$ cat src/design/crc16prp_pkg.sv
// ----------------------------------------------------------------------------
// crc16prp_pkg
// Shared types and constants of the crc16 framed packet receive parser.
// ----------------------------------------------------------------------------
package crc16prp_pkg;

  // parse phases of the receive state machine
  typedef enum logic [2:0] {
    PH_IDLE    = 3'd0,
    PH_CMD     = 3'd1,
    PH_SEQ     = 3'd2,
    PH_LEN     = 3'd3,
    PH_PAYLOAD = 3'd4,
    PH_CRC_HI  = 3'd5,
    PH_CRC_LO  = 3'd6
  } phase_t;

  // event codes on the result channel
  localparam logic [2:0] EV_NONE   = 3'd0;
  localparam logic [2:0] EV_DATA   = 3'd1;
  localparam logic [2:0] EV_GOOD   = 3'd2;
  localparam logic [2:0] EV_BAD    = 3'd3;
  localparam logic [2:0] EV_REJECT = 3'd4;

  // crc-16-ccitt, unreflected, no final xor
  localparam logic [15:0] CRC_INIT = 16'hFFFF;
  localparam logic [15:0] CRC_POLY = 16'h1021;

  // configuration port: two 8-bit registers, read as 32-bit words, at byte addresses 0 and 4
  localparam int CFG_AW = 3;
  localparam logic REG_START_MARKER = 1'b0;
  localparam logic REG_MAX_PAYLOAD  = 1'b1;
  localparam logic [7:0] START_MARKER_RST = 8'hAA;
  localparam logic [7:0] MAX_PAYLOAD_RST  = 8'd64;

  // one result item
  typedef struct packed {
    logic [2:0]  event_res;
    logic [7:0]  payload_byte;
    logic [7:0]  payload_index;
    logic [7:0]  command;
    logic [7:0]  sequence_res;
    logic [7:0]  length;
    logic [15:0] crc_computed;
    logic [15:0] crc_frame;
    logic [31:0] good_count;
    logic [31:0] crc_error_count;
  } result_t;

endpackage

$ cat src/design/crc16prp_if.sv
// ----------------------------------------------------------------------------
// crc16prp_if
// Valid/ready channels of the parser: received bytes in, results out.
// ----------------------------------------------------------------------------
interface crc16prp_in_if;
  logic       valid;
  logic       ready;
  logic [7:0] rx_byte;

  modport source (output valid, output rx_byte, input ready);
  modport sink   (input valid, input rx_byte, output ready);
endinterface

interface crc16prp_out_if;
  logic        valid;
  logic        ready;
  logic [2:0]  event_res;
  logic [7:0]  payload_byte;
  logic [7:0]  payload_index;
  logic [7:0]  command;
  logic [7:0]  sequence_res;
  logic [7:0]  length;
  logic [15:0] crc_computed;
  logic [15:0] crc_frame;
  logic [31:0] good_count;
  logic [31:0] crc_error_count;

  modport source (
    output valid, output event_res, output payload_byte, output payload_index,
    output command, output sequence_res, output length, output crc_computed,
    output crc_frame, output good_count, output crc_error_count, input ready
  );
  modport sink (
    input valid, input event_res, input payload_byte, input payload_index,
    input command, input sequence_res, input length, input crc_computed,
    input crc_frame, input good_count, input crc_error_count, output ready
  );
endinterface

$ cat src/design/crc16prp_crc_byte.sv
// ----------------------------------------------------------------------------
// crc16prp_crc_byte
// One-byte update of crc-16-ccitt (poly 0x1021, msb first).
// ----------------------------------------------------------------------------
module crc16prp_crc_byte
  import crc16prp_pkg::*;
(
  input  logic [15:0] crc_in,
  input  logic [7:0]  data_in,
  output logic [15:0] crc_out
);

  // eight shift steps over the data byte folded into the high half
  always_comb begin
    logic [15:0] c;
    c = crc_in ^ {data_in, 8'h00};
    for (int i = 0; i < 8; i++) begin
      if (c[15]) begin
        c = {c[14:0], 1'b0} ^ CRC_POLY;
      end else begin
        c = {c[14:0], 1'b0};
      end
    end
    crc_out = c;
  end

endmodule

$ cat src/design/crc16_packet_receive_parser.sv
// ----------------------------------------------------------------------------
// crc16_packet_receive_parser
// Framed packet receiver with incremental crc-16-ccitt check.
// ----------------------------------------------------------------------------
// Usage:
//   in_ch carries one received byte per request. While idle the parser waits
//   for the start marker, then takes command, sequence and length bytes,
//   the payload and a big-endian crc. out_ch gives exactly one result per
//   byte: event code, payload byte and index, header bytes, crcs at packet
//   end and the good / crc error counters.
//   The byte lands in an input register, and the phase machine plus a
//   one-byte crc update fill the result register from it. Throughput is
//   one byte per cycle while the result side takes results, set by the
//   single byte-wide crc step between those two registers.
//   When the receiver stalls, the result register holds and the input
//   register still takes one more byte; in_ch.ready drops only when both
//   are full and the result is not being taken.
//   Synchronous reset empties both registers, returns the parser to idle,
//   clears the counters and loads start marker 0xAA and max payload 64.
//   cfg_*: APB-style port, start_marker at 0x0, max_payload at 0x4.
// ----------------------------------------------------------------------------
module crc16_packet_receive_parser
  import crc16prp_pkg::*;
#(
  parameter int COUNTER_BITS = 32
) (
  input  logic              clk,
  input  logic              rst_n,
  crc16prp_in_if.sink       in_ch,
  crc16prp_out_if.source    out_ch,
  input  logic              cfg_psel,
  input  logic              cfg_penable,
  input  logic              cfg_pwrite,
  input  logic [CFG_AW-1:0] cfg_paddr,
  input  logic [31:0]       cfg_pwdata,
  output logic [31:0]       cfg_prdata,
  output logic              cfg_pready
);

  // configuration registers
  logic [7:0] start_marker_r;
  logic [7:0] max_payload_r;
  logic       cfg_wr;

  assign cfg_pready = 1'b1;
  assign cfg_wr     = cfg_psel && cfg_penable && cfg_pwrite;

  always_ff @(posedge clk) begin
    if (!rst_n) begin
      start_marker_r <= START_MARKER_RST;
      max_payload_r  <= MAX_PAYLOAD_RST;
    end else if (cfg_wr) begin
      if (cfg_paddr[CFG_AW-1] == REG_START_MARKER) begin
        start_marker_r <= cfg_pwdata[7:0];
      end else begin
        max_payload_r <= cfg_pwdata[7:0];
      end
    end
  end

  // register read back
  always_comb begin
    if (cfg_paddr[CFG_AW-1] == REG_START_MARKER) begin
      cfg_prdata = {24'h0, start_marker_r};
    end else begin
      cfg_prdata = {24'h0, max_payload_r};
    end
  end

  // handshake of input and result registers
  logic       s1_vld_r;
  logic [7:0] s1_byte_r;
  logic       out_vld_r;
  result_t    out_r;
  result_t    res_nxt;
  logic       out_free;
  logic       s1_adv;

  assign out_free    = !out_vld_r || out_ch.ready;
  assign s1_adv      = s1_vld_r && out_free;
  assign in_ch.ready = !s1_vld_r || s1_adv;

  always_ff @(posedge clk) begin
    if (!rst_n) begin
      s1_vld_r <= 1'b0;
    end else if (in_ch.ready) begin
      s1_vld_r <= in_ch.valid;
    end
  end

  always_ff @(posedge clk) begin
    if (in_ch.valid && in_ch.ready) begin
      s1_byte_r <= in_ch.rx_byte;
    end
  end

  always_ff @(posedge clk) begin
    if (!rst_n) begin
      out_vld_r <= 1'b0;
    end else if (out_free) begin
      out_vld_r <= s1_vld_r;
    end
  end

  always_ff @(posedge clk) begin
    if (s1_adv) begin
      out_r <= res_nxt;
    end
  end

  // parser state
  phase_t                  phase_r,    phase_nxt;
  logic [7:0]              cmd_r,      cmd_nxt;
  logic [7:0]              seq_r,      seq_nxt;
  logic [7:0]              len_r,      len_nxt;
  logic [7:0]              taken_r,    taken_nxt;
  logic [15:0]             crc_r,      crc_nxt;
  logic [7:0]              crc_hi_r,   crc_hi_nxt;
  logic [COUNTER_BITS-1:0] good_r,     good_nxt;
  logic [COUNTER_BITS-1:0] fail_r,     fail_nxt;

  always_ff @(posedge clk) begin
    if (!rst_n) begin
      phase_r  <= PH_IDLE;
      cmd_r    <= 8'h00;
      seq_r    <= 8'h00;
      len_r    <= 8'h00;
      taken_r  <= 8'h00;
      crc_r    <= CRC_INIT;
      crc_hi_r <= 8'h00;
      good_r   <= '0;
      fail_r   <= '0;
    end else if (s1_adv) begin
      phase_r  <= phase_nxt;
      cmd_r    <= cmd_nxt;
      seq_r    <= seq_nxt;
      len_r    <= len_nxt;
      taken_r  <= taken_nxt;
      crc_r    <= crc_nxt;
      crc_hi_r <= crc_hi_nxt;
      good_r   <= good_nxt;
      fail_r   <= fail_nxt;
    end
  end

  // byte-wide crc step on the held byte
  logic [15:0] crc_upd;

  crc16prp_crc_byte u_crc (
    .crc_in  (crc_r),
    .data_in (s1_byte_r),
    .crc_out (crc_upd)
  );

  // next phase and result
  logic [7:0]  taken_inc;
  logic [2:0]  ev;
  logic [7:0]  pbyte;
  logic [7:0]  pidx;
  logic [15:0] crc_c;
  logic [15:0] crc_rcv;
  logic [63:0] good_ext;
  logic [63:0] fail_ext;

  assign taken_inc = taken_r + 8'd1;

  always_comb begin
    phase_nxt  = phase_r;
    cmd_nxt    = cmd_r;
    seq_nxt    = seq_r;
    len_nxt    = len_r;
    taken_nxt  = taken_r;
    crc_nxt    = crc_r;
    crc_hi_nxt = crc_hi_r;
    good_nxt   = good_r;
    fail_nxt   = fail_r;
    ev         = EV_NONE;
    pbyte      = 8'h00;
    pidx       = 8'h00;
    crc_c      = 16'h0000;
    crc_rcv    = 16'h0000;
    unique case (phase_r)
      PH_IDLE: begin
        if (s1_byte_r == start_marker_r) begin
          phase_nxt = PH_CMD;
          taken_nxt = 8'h00;
          crc_nxt   = CRC_INIT;
        end
      end
      PH_CMD: begin
        cmd_nxt   = s1_byte_r;
        crc_nxt   = crc_upd;
        phase_nxt = PH_SEQ;
      end
      PH_SEQ: begin
        seq_nxt   = s1_byte_r;
        crc_nxt   = crc_upd;
        phase_nxt = PH_LEN;
      end
      PH_LEN: begin
        len_nxt = s1_byte_r;
        crc_nxt = crc_upd;
        if (s1_byte_r == 8'h00) begin
          phase_nxt = PH_CRC_HI;
        end else if (s1_byte_r > max_payload_r) begin
          phase_nxt = PH_IDLE;
          ev        = EV_REJECT;
        end else begin
          phase_nxt = PH_PAYLOAD;
        end
      end
      PH_PAYLOAD: begin
        ev        = EV_DATA;
        pbyte     = s1_byte_r;
        pidx      = taken_r;
        crc_nxt   = crc_upd;
        taken_nxt = taken_inc;
        // last byte, or index wrapped past 255
        if (taken_inc >= len_r || taken_inc == 8'h00) begin
          phase_nxt = PH_CRC_HI;
        end
      end
      PH_CRC_HI: begin
        crc_hi_nxt = s1_byte_r;
        phase_nxt  = PH_CRC_LO;
      end
      PH_CRC_LO: begin
        crc_rcv = {crc_hi_r, s1_byte_r};
        crc_c   = crc_r;
        if (crc_r == crc_rcv) begin
          good_nxt = good_r + 1'b1;
          ev       = EV_GOOD;
        end else begin
          fail_nxt = fail_r + 1'b1;
          ev       = EV_BAD;
        end
        phase_nxt = PH_IDLE;
      end
      default: begin
        phase_nxt = PH_IDLE;
      end
    endcase
  end

  // counters reported as their low 32 bits
  assign good_ext = 64'(good_nxt);
  assign fail_ext = 64'(fail_nxt);

  always_comb begin
    res_nxt.event_res       = ev;
    res_nxt.payload_byte    = pbyte;
    res_nxt.payload_index   = pidx;
    res_nxt.command         = cmd_nxt;
    res_nxt.sequence_res    = seq_nxt;
    res_nxt.length          = len_nxt;
    res_nxt.crc_computed    = crc_c;
    res_nxt.crc_frame       = crc_rcv;
    res_nxt.good_count      = good_ext[31:0];
    res_nxt.crc_error_count = fail_ext[31:0];
  end

  // result channel drive
  assign out_ch.valid           = out_vld_r;
  assign out_ch.event_res       = out_r.event_res;
  assign out_ch.payload_byte    = out_r.payload_byte;
  assign out_ch.payload_index   = out_r.payload_index;
  assign out_ch.command         = out_r.command;
  assign out_ch.sequence_res    = out_r.sequence_res;
  assign out_ch.length          = out_r.length;
  assign out_ch.crc_computed    = out_r.crc_computed;
  assign out_ch.crc_frame       = out_r.crc_frame;
  assign out_ch.good_count      = out_r.good_count;
  assign out_ch.crc_error_count = out_r.crc_error_count;

endmodule

$ cat src/flat_wrapper.sv
// flat-port wrapper written by rule: the top's interface ports become plain ports
module crc16_packet_receive_parser_flat import crc16prp_pkg::*;
#(
  parameter int COUNTER_BITS = 32
)
  (clk, rst_n, cfg_psel, cfg_penable, cfg_pwrite, cfg_paddr, cfg_pwdata, cfg_prdata, cfg_pready, in_ch_valid, in_ch_rx_byte, in_ch_ready, out_ch_valid, out_ch_event_res, out_ch_payload_byte, out_ch_payload_index, out_ch_command, out_ch_sequence_res, out_ch_length, out_ch_crc_computed, out_ch_crc_frame, out_ch_good_count, out_ch_crc_error_count, out_ch_ready);
  crc16prp_in_if in_ch_i ();
  crc16prp_out_if out_ch_i ();
  input  logic clk;
  input  logic rst_n;
  input  logic cfg_psel;
  input  logic cfg_penable;
  input  logic cfg_pwrite;
  input  logic [CFG_AW-1:0] cfg_paddr;
  input  logic [31:0] cfg_pwdata;
  output logic [31:0] cfg_prdata;
  output logic cfg_pready;
  input wire logic [$bits(in_ch_i.valid)-1:0] in_ch_valid;
  input wire logic [$bits(in_ch_i.rx_byte)-1:0] in_ch_rx_byte;
  output wire logic [$bits(in_ch_i.ready)-1:0] in_ch_ready;
  output wire logic [$bits(out_ch_i.valid)-1:0] out_ch_valid;
  output wire logic [$bits(out_ch_i.event_res)-1:0] out_ch_event_res;
  output wire logic [$bits(out_ch_i.payload_byte)-1:0] out_ch_payload_byte;
  output wire logic [$bits(out_ch_i.payload_index)-1:0] out_ch_payload_index;
  output wire logic [$bits(out_ch_i.command)-1:0] out_ch_command;
  output wire logic [$bits(out_ch_i.sequence_res)-1:0] out_ch_sequence_res;
  output wire logic [$bits(out_ch_i.length)-1:0] out_ch_length;
  output wire logic [$bits(out_ch_i.crc_computed)-1:0] out_ch_crc_computed;
  output wire logic [$bits(out_ch_i.crc_frame)-1:0] out_ch_crc_frame;
  output wire logic [$bits(out_ch_i.good_count)-1:0] out_ch_good_count;
  output wire logic [$bits(out_ch_i.crc_error_count)-1:0] out_ch_crc_error_count;
  input wire logic [$bits(out_ch_i.ready)-1:0] out_ch_ready;
  assign in_ch_i.valid = in_ch_valid;
  assign in_ch_i.rx_byte = in_ch_rx_byte;
  assign in_ch_ready = in_ch_i.ready;
  assign out_ch_valid = out_ch_i.valid;
  assign out_ch_event_res = out_ch_i.event_res;
  assign out_ch_payload_byte = out_ch_i.payload_byte;
  assign out_ch_payload_index = out_ch_i.payload_index;
  assign out_ch_command = out_ch_i.command;
  assign out_ch_sequence_res = out_ch_i.sequence_res;
  assign out_ch_length = out_ch_i.length;
  assign out_ch_crc_computed = out_ch_i.crc_computed;
  assign out_ch_crc_frame = out_ch_i.crc_frame;
  assign out_ch_good_count = out_ch_i.good_count;
  assign out_ch_crc_error_count = out_ch_i.crc_error_count;
  assign out_ch_i.ready = out_ch_ready;
  crc16_packet_receive_parser #(.COUNTER_BITS(COUNTER_BITS)) u_core (.clk(clk), .rst_n(rst_n), .in_ch(in_ch_i), .out_ch(out_ch_i), .cfg_psel(cfg_psel), .cfg_penable(cfg_penable), .cfg_pwrite(cfg_pwrite), .cfg_paddr(cfg_paddr), .cfg_pwdata(cfg_pwdata), .cfg_prdata(cfg_prdata), .cfg_pready(cfg_pready));
endmodule
$ cat config.mk
export PLATFORM = sky130hd
export DESIGN_NAME = crc16_packet_receive_parser_flat
export DESIGN_NICKNAME = d
export VERILOG_FILES = /design/src/design/crc16prp_pkg.sv /design/src/design/crc16prp_if.sv /design/src/design/crc16prp_crc_byte.sv /design/src/design/crc16_packet_receive_parser.sv /design/src/flat_wrapper.sv
export SDC_FILE = /design/constraint.sdc
export NUM_CORES = 1
export LEC_CHECK = 0
export ABC_AREA = 1
export BUFFER_PORTS_ARGS = -buffer_cell sky130_fd_sc_hd__clkbuf_2
export CAP_MARGIN = 25
export CORE_MARGIN = 2
export CORE_UTILIZATION = 40
export DETAILED_ROUTE_END_ITERATION = 8
export SLEW_MARGIN = 10
export SYNTH_ARGS = -nofsm -noshare
export SYNTH_HDL_FRONTEND = slang
export SYNTH_SLANG_ARGS = --single-unit
$ cat constraint.sdc
create_clock -name clk -period 8.9 [get_ports clk]
set_clock_uncertainty 0.15 [all_clocks]
set_input_delay 0.445 -clock clk [delete_from_list [all_inputs] [get_ports clk]]
set_output_delay 0.445 -clock clk [all_outputs]
set_load 0.005 [all_outputs]
=== Word level (Yosys, flattened, before mapping) ===
Cells that the tools add are included.

* Register bits after elaboration: 288
* Latch bits: 0
* RAM bits: 0
* Bits in read-only memories: 0
* Output and inout bits: 174
* Logic and storage cells: 99
* Memories: 0

* Add/sub/neg operators: 3
* Multipliers: 0
* Div/mod/pow operators: 0
* Order comparisons: 2
* Equal/unequal tests: 10
* Shift operators: 0
* Muxes and demuxes: 29
* Bitwise logic cells: 10
* Reduce and logical (&&, ||, !) cells: 21

{| class="wikitable"
|+ Operator list
! kind !! number
|-
| 2-to-1 mux 32 bit || 4
|-
| 2-to-1 mux 13 bit || 8
|-
| adder 32 x 1 -> 32 bit (second input constant) || 2
|-
| 2-to-1 mux 8 bit || 5
|-
| case mux 16 bit (2 select lines) || 1
|-
| NOT 3 bit || 8
|-
| 2-to-1 mux 3 bit || 6
|-
| case mux 3 bit (6 select lines) || 1
|-
| == test 16 bit || 1
|-
| logical NOT 8 bit || 2
|-
| 2-to-1 mux 16 bit || 1
|-
| case mux 8 bit (2 select lines) || 1
|-
| XOR 16 bit || 1
|-
| == test 3 bit (second input constant) || 3
|-
| case mux 3 bit (3 select lines) || 1
|-
| AND reduction 3 bit || 3
|-
| adder 8 x 1 -> 8 bit (second input constant) || 1
|-
| == test 8 bit || 1
|-
| greater-or-equal comparator 8 bit || 1
|-
| greater-than comparator 8 bit || 1
|-
| == test 3 x 2 -> 1 bit (second input constant) || 2
|-
| AND reduction 2 bit || 3
|-
| logical AND 1 bit || 4
|-
| inequality test 2 x 1 -> 1 bit (second input constant) || 2
|-
| 8 further kinds || 12
|}

=== Logic depth before layout (Yosys ltp) ===
Gate-level depths: netlist of run 1.

* Word-level depth: 18
* Depth in mapped cells: 17
* Depth with buffers taken out: 17

=== Hierarchy ===
A second synthesis of run 1 with hierarchy kept.

* Cell total of the unflattened synthesis: 2037
* Area, all modules: 14956.8 µm²

{| class="wikitable"
|+ Modules (own cells, without submodules)
! module !! instances !! cells an instance !! area each (µm²) !! seq. area each (µm²)
|-
| crc16_packet_receive_parser || 1 || 1922 || 14467.6 || 7236.9
|-
| crc16prp_crc_byte || 1 || 115 || 489.2 || 0.0
|}

=== Worst setup path before layout of run 1 ===
Ideal clock, no wire load.

* Path type: input -> register
* Start: input out_ch_ready
* End: register u_core.out_r (netlist bit u_core.out_ch.command[0]) (enable)
* Setup time: 0.439 ns
* Arrival time: 2.471 ns
* Data required time: 8.311 ns
* Setup slack: 5.839 ns
* Stages on the path: 5
* Path buffers: 1
* Cell sequence: inv_1 -> nand2_1 -> nand2_1 -> clkinv_1 -> buf_2

* Cells in the longest elaborated chain, start to end: 2

{| class="wikitable"
|+ RTL lines
! what !! RTL line !! source
|-
| from (decl) || flat_wrapper.sv:32 || <nowiki>input wire logic [$bits(out_ch_i.ready)-1:0] out_ch_ready;</nowiki>
|-
| logical OR 1 bit || crc16_packet_receive_parser.sv:79 || <nowiki>assign out_free = !out_vld_r || out_ch.ready;</nowiki>
|-
| logical AND 1 bit || crc16_packet_receive_parser.sv:80 || <nowiki>assign s1_adv = s1_vld_r && out_free;</nowiki>
|-
| via u_core.s1_adv || crc16_packet_receive_parser.sv:77 || <nowiki>logic s1_adv;</nowiki>
|-
| to (signal assigned) || crc16_packet_receive_parser.sv:107 || <nowiki>out_r <= res_nxt;</nowiki>
|-
| to (decl) || crc16_packet_receive_parser.sv:74 || <nowiki>result_t out_r;</nowiki>
|}

The timed path passes the listed nets, and every way through them passes these cells.
A chain may end at the register's enable or synchronous reset.

=== Worst setup path after layout of run 1 ===
* Start: register u_core.s1_byte_r[6]
* End: register u_core.out_r (netlist bit u_core.out_ch.good_count[19]) (data pin)

* Cells in the longest elaborated chain, start to end: 3

{| class="wikitable"
|+ RTL lines
! what !! RTL line !! source
|-
| from (decl) || crc16_packet_receive_parser.sv:72 || <nowiki>logic [7:0] s1_byte_r;</nowiki>
|-
| from (signal assigned) || crc16_packet_receive_parser.sv:93 || <nowiki>s1_byte_r <= in_ch.rx_byte;</nowiki>
|-
| == test 16 bit || crc16_packet_receive_parser.sv:230 || <nowiki>if (crc_r == crc_rcv) begin</nowiki>
|-
| 2-to-1 mux 32 bit || crc16_packet_receive_parser.sv:230 ||
|-
| 2-to-1 mux 32 bit || crc16_packet_receive_parser.sv:182 || <nowiki>unique case (phase_r)</nowiki>
|-
| via u_core.good_nxt[19] || crc16_packet_receive_parser.sv:119 || <nowiki>logic [COUNTER_BITS-1:0] good_r, good_nxt;</nowiki>
|}

The timed path passes the listed nets, and every way through them passes these cells.

==> results.toml, run 1 <==
[status]
outcome = "finished clean"

[cells_and_area]
seqCellArea_um2 = 7237
drive_gt1_frac = 0.1223
layout.nets = 2161
multi_input_area_um2 = 6033
num_antenna_cells = 0
syn_to_final_growth_pct = 15.58
nFillCells = 3585

[power_and_ir_drop]
p_leak_nw = 7.826
p_per_area_nw_per_um2 = 186.7
peakVddDrop_uv = 122.6

[global_routing]
grt_use_total = 0.2003
grt_first_pass_wirelength_um = 61800
grt.overflow.total = 0
antenna_found_initial = 0
grt_max_degree = 119
grt_pass1_vias = 11911

[floorplanning]
die_area_um2 = 38470
die_x_um = 196.1
dieHeight_um = 196.1
core_um2 = 36520
num_rows = 70
start_util = 0.4043
io_pins = 224

[sta]
max-slew-margin-rel = 0.3129
rsz0062_at_grt = "false"
max_freq_ghz = 0.3037
fin_crit_ns = 3.293
fin_crit_sh = 0.3699
holdWs_ns = 0.02496
worst_slew_pin_slew_ns = 1.031
setup_viol = 0
finalHoldViolCount = 0
report.final.slew_viol_count = 0
tns_ns = 0

[clock_network]
root_buffer = "clkbuf_16"
htree_levels = 2
cts_sinks = 288
cts_tree = "built"
clk_pin_slew_ns = 0.06
cts_buffers = 34
cts_resized = 0
clock_path_buffers = 3
clk_latency_ns = 0.51

[setup_path]
critPathLaunchType = "flop"
end_kind = "flop"
crit_type = "reg2reg"
cp_max_fo = 58
cp.required_ns = 9.00
crit_arrival_ns = 3.39

[synth]
yosys_warnings = 0
synth_edf_count = 147
netlist_area_um2 = 14770
syn_avg_cell_area_um2 = 7.595
synth.ff_latch_count = 288
postSynth.asyncResetShare = 0
yosysTopAreaCell = "edfxtp_1"
synth_most_common_cell = "nand2_1"
synth_top_area_frac = 0.2990
ys_types = 40
synth_ff_type = "edfxtp_1"
synth_common_cells = "578 x nand2_1, 264 x inv_1, 188 x nor2_1, 147 x edfxtp_1, 141 x dfxtp_1"
synth_sequential_area_ratio = 0.4901
synthCells = 1944
synthTopCellsByArea = "edfxtp_1 30%, dfxtp_1 19%, nand2_1 15%"

[detailed_routing]
drt_pass1_iterations = 5
avgViaCountPerCell = 4.940
routed_wl_um = 38630
num_vias = 12776
drc = 0
initialDrtViolationCount = 890
ant_nets = 0
wl_per_cell_um = 14.94

[placement]
dp.final_hpwl_um = 25500
routabilityCongestion = 0.8995
port_buffers = 172

[flow_run]
maxCapViolCount = 0

[hold_path]
hp-class = "in2reg"
per-layer routing:
| layer | vias up | wire length (um) | GRT usage |
|---|---|---|---|
| li1 | 6452 | - | - |
| met1 | 5938 | 18500 | 0.2766 |
| met2 | 335 | 17350 | 0.3267 |
| met3 | 51 | 1963 | 0.03060 |
| met4 | 0 | 818 | 0.05696 |
| met5 | - | 0 | 0 |
registers in the layout (all words and copies together), names as in the netlist, 16 cells and up:
register	cells
u_core.crc_r	16
u_core.fail_r	32
u_core.good_r	32
u_core.out_ch.crc_computed	16
u_core.out_ch.crc_error_count	32
u_core.out_ch.crc_frame	16
u_core.out_ch.good_count	32
placed cells by master (no fill, tap or decap), types with 2 or more instances in the layout:
cell and instances:
o21ai_1 14, clkbuf_2 172, o211ai_1 16, dlygate4sd3_1 9
clkinvlp_4 2, clkinv_1 2, o21ai_2 3, conb_1 25
edfxtp_1 147, nand2_4 3, inv_8 2, inv_1 264
nand4_1 24, nor2_1 188, bufinv_16 2, clkinv_2 4
nor3_2 3, o21ai_0 107, xor2_1 27, clkbuf_8 4
dfxtp_1 141, nor2_2 6, xnor2_1 21, inv_2 8
clkbuf_1 11, buf_4 7, nand3_1 118, nor3_1 32
a21oi_1 109, ha_1 19, nand2_1 577, clkbuf_16 37
layout make-up:
class                   count  share of cell area
clock inverters            10            0.006378
flip-flops and latches    288              0.4240
multi-input cells        1304              0.3535
repair buffers            190             0.06107
clock buffers              52             0.05990
well taps                 468             0.03431
inverters                 274             0.06078
final timing paths:
| check | from | end | slack [ns] | cells past startpoint |
|---|---|---|---|---|
| setup reg to reg | u_core.s1_byte_r[6] | u_core.out_ch.good_count[19] | 5.61 | 11 |
| setup / recovery | u_core.s1_byte_r[6] | u_core.out_ch.good_count[19] | 5.61 | 11 |
| hold / removal | cfg_pwdata[1] | u_core.start_marker_r[1] | 0.02 | 3 |
| hold reg to reg | u_core.max_payload_r[5] | u_core.max_payload_r[5] | 0.34 | 2 |
cells by family after synthesis:
logic type                 Yosys count  synth area share
AOI/OAI and AO/OA                  252           0.08957
xor gates and xnor gates            49           0.02957
adders and majority gates           19           0.01610
buffers and inverters              375            0.1076
DFF                                288            0.4901
other                                2         0.0005086
and+or+nand+nor                    959            0.2665
critical path: stages (launching register included):
cell      delay (ns)
edfxtp_1        0.64
inv_2           0.18
nand2_1         0.11
a21oi_1         0.06
nand2_1         0.07
nor2_2          0.05
nand2_4         0.58
clkinv_2        0.70
nand2_1         0.18
nand2_1         0.06
nand2_1         0.07
nand2_1         0.11
what timing repair did:
item / 4_1_cts / 5_1_grt
setup buffers: 0 / 0
hold buffers: 9 / 0
endpoints found under the hold margin: 9 / 0
endpoints found under the setup margin: 0 / 0
where the power goes:
part           switching [W]  leakage, nW  internal, W
Clock               0.000551        0.547     0.000854
Sequential         0.0000504         2.57      0.00147
Combinational       0.000170         4.71    0.0000943
per-stage QoR:
step / std cells / utilization / cell area (um^2) / power [W] / worst slack, ns
finish: 2586 / 0.4673 / 17070 / 0.003186 / 5.607
global route: 2586 / 0.4673 / 17070 / 0.003324 / 5.337
floorplan: 1967 / - / 14850 / 0.001714 / 5.839
CTS: 2584 / 0.4662 / 17030 / 0.003224 / 5.594
detailed placement: 2513 / 0.4328 / 15810 / 0.001805 / 5.451
global placement: 2513 / 0.4328 / 15810 / 0.001798 / 5.512
Power figures use the tool's default switching activity.
==> inputs of run 2 (changes only) <==
==> constraint.sdc (replaced) <==
create_clock -name clk -period 3.02 [get_ports clk]
set_clock_uncertainty 0.15 [all_clocks]
set_input_delay 0.151 -clock clk [delete_from_list [all_inputs] [get_ports clk]]
set_output_delay 0.151 -clock clk [all_outputs]
set_load 0.005 [all_outputs]
==> results.toml, run 2 (synthesis results as in run 1) <==
[cells_and_area]
nFillCells = 3641
layout.nets = 2191
layout_commonest_cell = "nand2_1"
fin_util = 0.4746
num_antenna_cells = 0
syn_to_final_growth_pct = 17.41
drive_gt1_frac = 0.1276
final_cell_mix = "577 x nand2_1, 264 x inv_1, 188 x nor2_1"

[hold_path]
hp-class = "in2reg"
hold_end = "u_core.s1_byte_r[3]"
min_from = "in_ch_valid"
min_path_cells = 3

[global_routing]
grt_max_degree = 89
grt_use_total = 0.2045
grt.overflow.total = 0
grt_first_pass_wirelength_um = 63110
antenna_found_initial = 0
grt_pass1_vias = 12104

[flow_run]
maxCapViolCount = 0

[setup_path]
rrSetupSlack_ns = 0.49
crit_type = "in2reg"
rr_endpoint = "u_core.good_r[1]"
slowest_stage = "dlygate4sd3_1"
critPathLaunchType = "input pin"
ff2ff_path_depth = 12
cp_top_family = "buffers and inverters"
path_buf_inv = 5
slowest_delay_ns = 0.58
path_cells = "dlygate4sd3_1 -> clkbuf_2 -> nand3_1 -> dlygate4sd3_1 -> nor2_1 -> inv_1 -> nor2_1 -> nor2_1 -> dlygate4sd3_1"
startpoint = "cfg_penable"
crit_arrival_ns = 3.02
timing.rr.start = "u_core.s1_byte_r[6]"
cp_max_fo = 9
cp.required_ns = 3.28
end_kind = "flop"

[placement]
routabilityCongestion = 0.8801
place_ws_ns = 0.5206
dp.final_hpwl_um = 26760
port_buffers = 172

[floorplanning]
die_x_um = 196.1
dieHeight_um = 196.1
die_area_um2 = 38470
num_rows = 70
start_util = 0.4043
core_um2 = 36520
io_pins = 224

[detailed_routing]
drc = 0
drt_pass1_iterations = 7
ant_nets = 0
avgViaCountPerCell = 4.945
num_vias = 12931
wl_per_cell_um = 15.05
routed_wl_um = 39360
initialDrtViolationCount = 981

[sta]
setup_viol = 0
worst_slew_pin_slew_ns = 0.8000
tns_ns = 0
finalHoldViolCount = 0
rsz0062_at_grt = "false"
fin_crit_ns = 2.762
report.final.slew_viol_count = 0
fin_crit_sh = 0.9144
max_freq_ghz = 0.3621
max-slew-margin-rel = 0.4638
layout_setup_ws_ns = 0.2584

[clock_network]
cts_tree = "built"
cts_buffers = 34
cts_resized = 0
clock_path_buffers = 3
htree_levels = 2
cts_sinks = 288
cts_setup_buffers = 0
clk_latency_ns = 0.52
cts_hold_buf = 26
clk_pin_slew_ns = 0.06
root_buffer = "clkbuf_16"

[power_and_ir_drop]
internal-power_w = 0.007060
peakVddDrop_uv = 299.2
clock_power_share = 0.435
switchingPower_w = 0.002301
p_comb_frac = 0.088
p_per_area_nw_per_um2 = 540.0
power_frac_seq = 0.476
p_leak_nw = 7.971
sw_frac_of_total = 0.2458

[status]
outcome = "finished clean"
## run 2: cell types whose count changed in the layout (fill, tap and decap cells not counted), moves of 2 or more
cell / previous run / this run
buf_12: 0 / 5
buf_4: 7 / 17
clkbuf_1: 11 / 7
clkbuf_16: 37 / 35
clkbuf_8: 4 / 2
clkinv_2: 4 / 10
clkinvlp_4: 2 / 0
dlygate4sd3_1: 9 / 26
## run 2: tightest hold or removal path: stages
cell and delay [ns]:
clkbuf_2 0.08, nand2_1 0.12, inv_1 0.17
## run 2: how the worst max path moves through the flow
stage                                     to  depth (start not counted)  slack, ns
floorplan           u_core.out_ch.command[0]                          4       0.11
global placement            u_core.good_r[1]                         12       0.54
detailed placement          u_core.good_r[1]                         12       0.52
CTS                 u_core.start_marker_r[0]                          9       0.35
global route        u_core.start_marker_r[0]                          9       0.15
finish              u_core.start_marker_r[0]                          9       0.26
## run 2: layer usage
metal  vias to the layer above  GRT usage  wire length, um  share of wire
met3                        68    0.03215             2247          0.057
met4                         0    0.06818             1106          0.028
met2                       360     0.3240            17600           0.45
met1                      5996     0.2859            18410           0.47
met5                         -          0                0              0
li1                       6507          -                -              -
## run 2: cell type report
type | instances | area, um^2 | share of cell area
inverter | 274 | 1037 | 0.05983
sequential | 288 | 7237 | 0.4175
clock buffer | 44 | 929.6 | 0.05363
clock inverter | 17 | 163.9 | 0.009455
timing repair buffer | 220 | 1349 | 0.07781
multi-input combinational | 1304 | 6033 | 0.3480
tap | 468 | 585.6 | 0.03378
## run 2: power groups by stage
stage                     combinational (W)  sequential (W)  clock (W)
final                              0.000826         0.00446    0.00408
after global routing               0.000945         0.00448    0.00433
after CTS                          0.000832         0.00446    0.00420
after detailed placement           0.000802         0.00454          0
after global placement             0.000786         0.00454          0
after floorplan                    0.000542         0.00451          0
## run 2: through the flow
stage / total power, W / instances / hold WS, ns / area [um^2]
floorplan: 0.005052 / 1967 / 0.09987 / 14850
global placement: 0.005322 / 2528 / 0.1887 / 15980
detailed placement: 0.005341 / 2528 / 0.1888 / 15980
CTS: 0.009494 / 2615 / 0.08394 / 17340
global route: 0.009755 / 2615 / 0.1071 / 17340
finish: 0.009361 / 2615 / 0.06381 / 17340
==> inputs of run 3 (changes only) <==
--- a/config.mk
+++ b/config.mk
@@ -5,7 +5,6 @@
 export SDC_FILE = /design/constraint.sdc
 export NUM_CORES = 1
 export LEC_CHECK = 0
-export ABC_AREA = 1
 export BUFFER_PORTS_ARGS = -buffer_cell sky130_fd_sc_hd__clkbuf_2
 export CAP_MARGIN = 25
 export CORE_MARGIN = 2
==> results.toml, run 3 <==
[clock_network]
cts_setup_buffers = 0
cts_buffers = 31
clk_latency_ns = 0.56
htree_levels = 1
root_buffer = "clkbuf_16"
clock_path_buffers = 3
cts_tree = "built"
cts_sinks = 288
clk_pin_slew_ns = 0.06

[global_routing]
grt_first_pass_wirelength_um = 49430
grt_pass1_vias = 9140
antenna_found_initial = 0
grt.overflow.total = 0
grt_max_degree = 55
grt_use_total = 0.1812

[status]
outcome = "finished clean"

[detailed_routing]
routed_wl_um = 31890
wl_per_cell_um = 16.36
ant_nets = 0
num_vias = 9683
drt_pass1_iterations = 5
initialDrtViolationCount = 713
drc = 0
avgViaCountPerCell = 4.968

[power_and_ir_drop]
p_leak_nw = 6.168
peakVddDrop_uv = 462.6
p_per_area_nw_per_um2 = 546.5

[sta]
setup_viol = 0
tns_ns = 0
rsz0062_at_grt = "false"
worst_slew_pin_slew_ns = 0.7544
max-slew-margin-rel = 0.4841
fin_crit_ns = 2.848
max_freq_ghz = 0.3511
finalHoldViolCount = 0
report.final.slew_viol_count = 0
fin_crit_sh = 0.9430

[synth]
netlist_area_um2 = 13280
syn_avg_cell_area_um2 = 10.31
postSynth.asyncResetShare = 0
synth_sequential_area_ratio = 0.5448
synthTopCellsByArea = "edfxtp_1 33%, dfxtp_1 21%, xnor2_1 4.9%"
synth.ff_latch_count = 288
synth_most_common_cell = "edfxtp_1"
synth_edf_count = 147
yosysTopAreaCell = "edfxtp_1"
synth_ff_type = "edfxtp_1"
ys_types = 56
synth_common_cells = "147 x edfxtp_1, 143 x nor2_1, 141 x dfxtp_1, 120 x nand2_1, 75 x xnor2_1"
yosys_warnings = 0
synthCells = 1289
synth_top_area_frac = 0.3323

[hold_path]
hp-class = "in2reg"

[setup_path]
path_cells = "dlygate4sd3_1 -> clkbuf_2 -> nand3_1 -> dlygate4sd3_1 -> nor2_1 -> nand2_1 -> dlygate4sd3_1 -> nand3_1 -> dlygate4sd3_1"
timing.rr.start = "u_core.s1_byte_r[0]"
crit_end = "u_core.start_marker_r[7]"
end_kind = "flop"
rrSetupSlack_ns = 0.30
crit_arrival_ns = 3.20
slowest_stage = "dlygate4sd3_1"
cp.required_ns = 3.37
crit_type = "in2reg"
critPathLaunchType = "input pin"
cp_common_cell = "dlygate4sd3_1"
ff2ff_path_depth = 8
startpoint = "cfg_penable"
rr_endpoint = "u_core.out_ch.good_count[14]"
cp_max_fo = 8
slowest_delay_ns = 0.58

[floorplanning]
die_x_um = 186.2
io_pins = 224
core_um2 = 32620
dieHeight_um = 186.2
num_rows = 66
die_area_um2 = 34680
start_util = 0.4072

[cells_and_area]
layout_commonest_cell = "clkbuf_2"
drive_gt1_frac = 0.2037
final_cell_mix = "172 x clkbuf_2, 147 x edfxtp_1, 143 x nor2_1"
fin_util = 0.4898
final_area_um2 = 15980
layout.nets = 1552
num_antenna_cells = 0
syn_to_final_growth_pct = 20.26

[placement]
place_area_um2 = 14640
routabilityCongestion = 0.8178
dp.final_hpwl_um = 21480
port_buffers = 172

[flow_run]
maxCapViolCount = 0
-- run 3: cell count changes after synthesis, moves of 37 or more --
cell / change
xnor2_1: +54
inv_1: -234
nand2_1: -458
o21ai_0: -74
nor2_1: -45
xor2_1: +44
and2_1: +37
a21oi_1: -58
nand3_1: -72
-- run 3: cell type report --
type                    instances  area [um^2]
well taps                     442        553.0
fillers                      3002        16640
multi-input cells             895         5538
repair buffers                236         1426
clock inverters                17        186.4
flip-flops and latches        288         7237
clock buffers                  40        912.1
inverters                      31        122.6
-- run 3: worst max-delay path, delay by kind of cell --
kind	cells	cell delay, ns
buf+inv	5	2.32
simple gates	4	0.72
-- run 3: report_power, final --
group	internal (W)	leakage [nW]	switching (W)
sequential	0.00422	2.49	0.0000494
combinational	0.000176	3.13	0.000269
clock	0.00245	0.545	0.00156
total	0.00685	6.17	0.00188
-- run 3: logic make-up after synthesis --
family                   Yosys count  synth area share
AND/OR/NAND/NOR                  523            0.1926
multiplexers                      67           0.05359
buffers and inverters            129           0.04483
adder cells (fa/ha/maj)           19           0.01790
XOR/XNOR                         146           0.09626
AO/OA/AOI/OAI                    115           0.04945
other                              2         0.0005653
flip-flops                       288            0.5448
-- run 3: worst min-delay path by stage --
stage,startpoint,to,slack [ns],depth (start not counted)
after floorplan,in_ch_rx_byte[0],u_core.s1_byte_r[0],0.1,0
after global placement,in_ch_rx_byte[0],u_core.s1_byte_r[0],0.18,1
after detailed placement,in_ch_rx_byte[2],u_core.s1_byte_r[2],0.18,1
after CTS,cfg_pwrite,u_core.max_payload_r[2],0.02,4
after global routing,cfg_pwrite,u_core.max_payload_r[2],0.07,4
final,cfg_pwrite,u_core.max_payload_r[2],0.04,4
-- run 3: per-stage QoR --
| step | hold WS (ns) | power, W | worst slack [ns] | cells |
|---|---|---|---|---|
| floorplan | 0.09987 | 0.004591 | 0.3254 | 1312 |
| global placement | 0.1811 | 0.004775 | 0.4037 | 1868 |
| detailed placement | 0.1837 | 0.004781 | 0.3330 | 1868 |
| CTS | 0.01790 | 0.008846 | 0.2296 | 1949 |
| global route | 0.07405 | 0.009067 | 0.02265 | 1949 |
| finish | 0.04499 | 0.008730 | 0.1722 | 1949 |
-- run 3: timing repair --
item                      in CTS  in global routing
resized for setup              0                  0
hold buffers                  24                  0
hold endpoints to repair      34                  0
-- run 3: layer usage --
metal / global-route usage / share of wire
met2: 0.2931 / 0.46
met3: 0.02784 / 0.054
met5: 0 / 0
met4: 0.04472 / 0.018
met1: 0.2554 / 0.47
